File: src/design/svb_pkg.sv
// ----------------------------------------------------------------------------
// svb_pkg
// shared types, constants and the saturation helper of the skinned vertex bounds block
// ----------------------------------------------------------------------------
package svb_pkg;
    localparam int BONES      = 128;
    localparam int INFLUENCES = 4;
    localparam int SLOTS      = (INFLUENCES < 4) ? INFLUENCES : 4;
    localparam int MAT_ELEMS  = 12;
    localparam int BONE_W     = (BONES > 1) ? $clog2(BONES) : 1;
    localparam int ADDR_W     = $clog2(BONES * MAT_ELEMS);
    localparam int SLOT_W     = (SLOTS > 1) ? $clog2(SLOTS) : 1;

    localparam logic signed [31:0] S32_MAX = 32'sh7FFF_FFFF;
    localparam logic signed [31:0] S32_MIN = 32'sh8000_0000;

    localparam logic FUNC_LOAD   = 1'b0;
    localparam logic FUNC_VERTEX = 1'b1;
    localparam logic KIND_VERTEX = 1'b0;
    localparam logic KIND_BOX    = 1'b1;

    typedef enum logic [2:0] {
        ST_IDLE,
        ST_MAC,
        ST_SUM,
        ST_OUT_V,
        ST_OUT_B
    } state_t;

    typedef struct packed {
        logic                    kind;
        logic signed [31:0]      x;
        logic signed [31:0]      y;
        logic signed [31:0]      z;
        logic [30:0]             ex;
        logic [30:0]             ey;
        logic [30:0]             ez;
        logic                    last;
    } result_t;

    function automatic logic signed [31:0] sat32(input logic signed [63:0] v);
        if (v > 64'sh0000_0000_7FFF_FFFF) return S32_MAX;
        if (v < -64'sh0000_0000_8000_0000) return S32_MIN;
        return v[31:0];
    endfunction
endpackage

File: src/design/svb_merge.sv
// ----------------------------------------------------------------------------
// svb_merge
// sums lane contributions, tracks min and max, forms the box
// ----------------------------------------------------------------------------
module svb_merge import svb_pkg::*; (
    input  logic                     aclk,
    input  logic                     aresetn,
    input  logic                     sum_en,
    input  logic                     box_clr,
    input  logic signed [32:0]       cx [SLOTS],
    input  logic signed [32:0]       cy [SLOTS],
    input  logic signed [32:0]       cz [SLOTS],
    output result_t                  vtx,
    output result_t                  box
);
    logic signed [31:0] min_x_reg, min_y_reg, min_z_reg;
    logic signed [31:0] max_x_reg, max_y_reg, max_z_reg;
    logic signed [31:0] rx_reg, ry_reg, rz_reg;
    logic signed [34:0] ax, ay, az;
    logic signed [32:0] ctx, cty, ctz;

    always_comb begin
        ax = '0; ay = '0; az = '0;
        for (int i = 0; i < SLOTS; i++) begin
            ax = ax + 35'(cx[i]);
            ay = ay + 35'(cy[i]);
            az = az + 35'(cz[i]);
        end
    end

    always_ff @(posedge aclk) begin
        if (sum_en) begin
            rx_reg <= sat32(64'(ax));
            ry_reg <= sat32(64'(ay));
            rz_reg <= sat32(64'(az));
        end
    end

    // trackers fold the vertex in the cycle after the sum lands
    logic fold_reg;
    always_ff @(posedge aclk) begin
        if (!aresetn) begin
            fold_reg  <= 1'b0;
            min_x_reg <= S32_MAX; min_y_reg <= S32_MAX; min_z_reg <= S32_MAX;
            max_x_reg <= S32_MIN; max_y_reg <= S32_MIN; max_z_reg <= S32_MIN;
        end else begin
            fold_reg <= sum_en;
            if (box_clr) begin
                min_x_reg <= S32_MAX; min_y_reg <= S32_MAX; min_z_reg <= S32_MAX;
                max_x_reg <= S32_MIN; max_y_reg <= S32_MIN; max_z_reg <= S32_MIN;
            end else if (fold_reg) begin
                if (rx_reg < min_x_reg) min_x_reg <= rx_reg;
                if (ry_reg < min_y_reg) min_y_reg <= ry_reg;
                if (rz_reg < min_z_reg) min_z_reg <= rz_reg;
                if (rx_reg > max_x_reg) max_x_reg <= rx_reg;
                if (ry_reg > max_y_reg) max_y_reg <= ry_reg;
                if (rz_reg > max_z_reg) max_z_reg <= rz_reg;
            end
        end
    end

    assign ctx = (33'(max_x_reg) + 33'(min_x_reg)) >>> 1;
    assign cty = (33'(max_y_reg) + 33'(min_y_reg)) >>> 1;
    assign ctz = (33'(max_z_reg) + 33'(min_z_reg)) >>> 1;

    function automatic logic [30:0] ext(input logic signed [31:0] hi,
                                        input logic signed [32:0] c);
        logic signed [33:0] e;
        e = 34'(hi) - 34'(c);
        if (e < 0) return '0;
        if (e > 34'sh7FFF_FFFF) return 31'h7FFF_FFFF;
        return e[30:0];
    endfunction

    assign vtx = '{kind: KIND_VERTEX, x: rx_reg, y: ry_reg, z: rz_reg,
                   ex: '0, ey: '0, ez: '0, last: 1'b1};
    assign box = '{kind: KIND_BOX, x: ctx[31:0], y: cty[31:0], z: ctz[31:0],
                   ex: ext(max_x_reg, ctx), ey: ext(max_y_reg, cty),
                   ez: ext(max_z_reg, ctz), last: 1'b1};
endmodule

File: config.mk
export PLATFORM = sky130hd
export DESIGN_NAME = svb_merge
export DESIGN_NICKNAME = d
export VERILOG_FILES = /design/src/design/svb_pkg.sv /design/src/design/svb_merge.sv
export SDC_FILE = /design/constraint.sdc
export NUM_CORES = 2
export LEC_CHECK = 0
export BUFFER_PORTS_ARGS = -buffer_cell sky130_fd_sc_hd__buf_2
export CAP_MARGIN = 20
export CELL_PAD_IN_SITES_DETAIL_PLACEMENT = 1
export CELL_PAD_IN_SITES_GLOBAL_PLACEMENT = 1
export CORE_AREA = 2 2 307 309
export DETAILED_ROUTE_END_ITERATION = 7
export DIE_AREA = 0 0 309 311
export HOLD_SLACK_MARGIN = 0.12
export PLACE_DENSITY = 0.84
export SYNTH_ARGS = -nofsm -noshare
export SYNTH_HDL_FRONTEND = slang
export SYNTH_SLANG_ARGS = --single-unit
File: constraint.sdc
create_clock -name aclk -period 8.79 [get_ports aclk]
set_input_delay 2.1975 -clock aclk [delete_from_list [all_inputs] [get_ports aclk]]
set_output_delay 2.1975 -clock aclk [all_outputs]
set_load 0.02 [all_outputs]
* Word level (Yosys, flattened, before mapping) *
Index checks and enable logic that the tools add are counted.
Widths: inputs -> output; s select.

word-level totals
  bits in writable memories = 0
  input bits = 400
  memories kept = 0
  output and inout bits = 382
  memory bits (read-only) = 0
  latch bits = 0
  flip-flop bits (word level) = 289
  logic and storage cells = 99

cells by class
  div/mod/pow operators = 0
  add/subtract/negate cells = 15
  $mul = 0
  mux-type cells = 48
  equality and inequality tests = 0
  shift-type cells = 0
  magnitude comparators = 18
  reduce and logical (&&, ||, !) cells = 7
  bitwise gates (word level) = 1

operators by type and width
  cell                  count
  $mux 32               12
  $mux 31               12
  $add 34x33->35        3
  $add 35x33->35        3
  $gt 35x32->1 const B  3
  $lt 35x32->1 const B  3
  $add 33x33->34        3
  $add 32x32->33        3
  $gt 33x32->1 const B  3
  $lt 33x1->1 const B   3
  $sub 32x32->33        3
  $gt 32x32->1          3
  $lt 32x32->1          3
  $mux 1                24
  $reduce_and 2->1      6
  $reduce_or 2->1       1
  $not 1->1             1

* Longest topological paths before layout *
  depth in word-level cells = 10
  gate-level depth with buffers = 30
  gate-level depth less buffers = 29

* Worst setup path after synthesis *
OpenSTA, ideal clock, no wires.

  path type = reg-to-output
  start = reg max_x_reg[1]
  end = out box[65] (netlist bit)
  path buffers = 1
  cell stages (with the launch flop) = 30
  arrival time = 5.817 ns
  data required time = 6.593 ns
  slack = 0.775 ns
  cell sequence = dfxtp_1 inv_1 fa_1 nor2b_1 o21a_1 o21ai_1 a211o_1 nand2_1 nand2_1 nand2_1 xor2_1 inv_1 ha_1 a21o_1 a21o_1 a21oi_1 nor2b_1 or3_1 a21oi_1 maj3_1 maj3_2 o2111a_1 a311oi_1 nor4_2 o221a_2 o21ai_1 nor3b_1 a21oi_1 buf_2 a21oi_1

RTL lines
  what                      line             source
  start: declaration        svb_merge.sv:17  logic signed [31:0] max_x_reg, max_y_reg, max_z_reg;
  start signal: assignment  svb_merge.sv:55  if (rx_reg > max_x_reg) max_x_reg <= rx_reg;
  end: declaration          svb_merge.sv:14  output result_t box

==> impl_metrics.json <==
{
  "outcome": "finished clean",
  "wl_per_cell_um": 22.3,
  "core_area_mm2": 0.0928,
  "syn_area_per_cell_um2": 8.79,
  "cts_tree": "yes",
  "die_h_um": 311,
  "synth_edf_count": 96,
  "slew_headroom_pct": 33.6,
  "drv_cap": 0,
  "grt_max_degree": 63,
  "synth_seq_cells": 289,
  "stdcell_area_mm2": 0.0421,
  "max_stage_delay_ns": 0.40,
  "multi_input_area_mm2": 0.0268,
  "tightest_slew_ns": 0.988,
  "synth_area_leader_cell": "ha_1",
  "nFillCells": 11200,
  "crit_buf_inv": 4,
  "syn-cell-area_mm2": 0.0348,
  "drt-total-wl_um": 133000,
  "ios": 782,
  "ys.flop_type": "dfxtp_1",
  "min_path_type": "reg2reg",
  "overflow": 0,
  "fin_skew_ns": 0.0131,
  "critical_path_class": "reg2out",
  "htree_levels": 2,
  "drc": 0,
  "hold_slack_ns": 0.502,
  "final_common_cell": "buf_2",
  "synth_cell_types": 98,
  "ctsHoldBuffers": 0,
  "place_congestion": 0.945,
  "required_ns": 6.59,
  "crit_fanout": 4,
  "seqCellArea_mm2": 0.00678,
  "grt_antenna_before_repair": 5,
  "ctsRootBufferMaster": "clkbuf_16",
  "crit_family": "compound AO/OA/AOI/OAI gates",
  "powerDensity_mw_per_mm2": 473,
  "hold_viol_final": 0,
  "grt_pass1_wl_um": 196000,
  "drive_gt1_share_pct": 23.2,
  "cts_buffers": 36,
  "cp.arrival_ns": 6.49,
  "start_util_pct": 37.5,
  "syn-instance-count": 3961,
  "yosysSeqAreaShare_pct": 19.4,
  "layout.cells.non_filler": 5948,
  "setup_viol": 0,
  "dp.cells": 5832,
  "yosysTopAreaCellShare_pct": 16.2,
  "fin_tns_setup_ns": 0,
  "die_area_mm2": 0.0961,
  "synthArstFlopShare_pct": 0,
  "peakVddDrop_v": 0.000434,
  "grt_usage_pct": 25.9,
  "period_needed_ns": 8.69,
  "clk_path_buf_depth": 3,
  "clkLatencyLatePin_ns": 0.55,
  "drt_first_pass_iters": 5,
  "leakage_nw": 20.3,
  "nNetsFinal": 5722,
  "grt_pass1_vias": 34700,
  "maxSlewViolCount": 0,
  "areaGrowthSynthToFinish_pct": 20.9,
  "critPathSlowestCell": "dfxtp_1",
  "ant_nets": 0,
  "crit_top_cell": "a21o_1",
  "layout.cells.most_common_list": "buf_2 (655), ha_1 (431), inv_1 (349)",
  "crit_path_end_kind": "output pin",
  "yosysWarnings": 0,
  "portBuffers": 684,
  "hpwl_um": 107000,
  "postPlaceCellArea_mm2": 0.0394,
  "finalPower_mw": 19.9,
  "finalCritPeriodShare_pct": 98.8,
  "via_count": 32800,
  "dp_slack_ns": 0.220,
  "rsz0062_at_grt": "true",
  "finalWorstSetupSlack_ns": 0.103,
  "vias_per_cell": 5.52,
  "path_clk_slew_ns": 0.06,
  "start_kind": "register",
  "fp.dieW_um": 309,
  "cts.sinks": 289,
  "post-route-util_pct": 45.4,
  "fmax_mhz": 115,
  "drt_iter0_markers": 1811,
  "ys_top_cells_by_area": "ha_1 (16%), fa_1 (12%), dfxtp_1 (11%)",
  "row_count": 112
}
-- logic make-up after synthesis --
group	Yosys count	share of synthesized area [%]
XOR/XNOR	266	6.75
flip-flops	289	19.4
adder cells (fa/ha/maj)	678	28.7
AO/OA/AOI/OAI	1125	21.4
AND/OR/NAND/NOR	913	12.6
multiplexers	132	3.80
buffers and inverters	556	7.26
other	2	0.0216
-- path summary, 6_finish.rpt --
| path | start | endpoint | slack [ns] | cells after the start |
|---|---|---|---|---|
| setup / recovery | max_x_reg[2] | box[92] | 0.10 | 30 |
| hold / removal | min_x_reg[1] | min_x_reg[1] | 0.50 | 2 |
| setup reg to reg | ry_reg[1] | max_y_reg[4] | 4.29 | 18 |
| hold reg to reg | min_x_reg[1] | min_x_reg[1] | 0.50 | 2 |
-- final cells by class --
cell class	instances	area share, %
multi-input cells	3212	63.7
flip-flops and latches	289	16.1
repair buffers	769	10.4
well taps	1254	3.73
inverters	357	3.18
clock buffers	56	2.56
clock inverters	8	0.247
diodes	3	0.0178
-- cell usage after synthesis (7+ instances only) --
cell,instances
a211o_1,9
mux2i_1,130
buf_4,100
clkbuf_1,75
and2_1,14
o221ai_1,10
xnor2_1,171
nand3_1,59
o31a_1,8
nor2_1,255
a2111oi_0,7
and4_1,9
o2111ai_1,11
inv_1,354
dfxtp_1,193
o21a_1,40
a21oi_1,303
a21oi_2,60
a311oi_1,8
buf_6,7
a211oi_1,19
or3_1,11
nand4_1,55
buf_2,10
o21ai_0,205
and3_1,16
xor2_1,93
nor3_1,32
or2_2,16
a21o_1,160
nor2b_1,86
o31ai_1,21
o21bai_1,46
a31oi_1,27
o211ai_1,80
nand3b_1,8
maj3_1,16
edfxtp_1,96
ha_1,450
o21ai_1,24
a41oi_1,9
nand2_1,250
nor4_1,7
fa_1,207
nand2b_1,76
-- power breakdown --
part	internal, mW	total [mW]	switching, mW
Combinational	5.87	15.8	9.94
Sequential	1.91	2.56	0.649
Clock	0.905	1.53	0.624
Total	8.69	19.9	11.2
-- tightest hold or removal path: stages, from the launching register on --
cell and delay, ns:
dfxtp_2 0.34, mux2i_1 0.07, nand2_1 0.06
-- routing by layer --
metal | GRT usage, % | vias to the layer above | share of wire (%)
li1 | - | 15300 | -
met1 | 31.0 | 16400 | 41
met2 | 47.0 | 926 | 51
met3 | 3.99 | 199 | 5.5
met4 | 7.66 | 4 | 3.3
met5 | 0 | - | 0.020
-- timing repair --
item / 4_1_cts / 5_1_grt
setup buffers: 5 / 34
resized for setup: 57 / 151
gates cloned: 2 / 8
endpoints found under the setup margin: 93 / 93
pin swaps: 14 / 64
No activity file was read; power rests on OpenSTA's default activity.
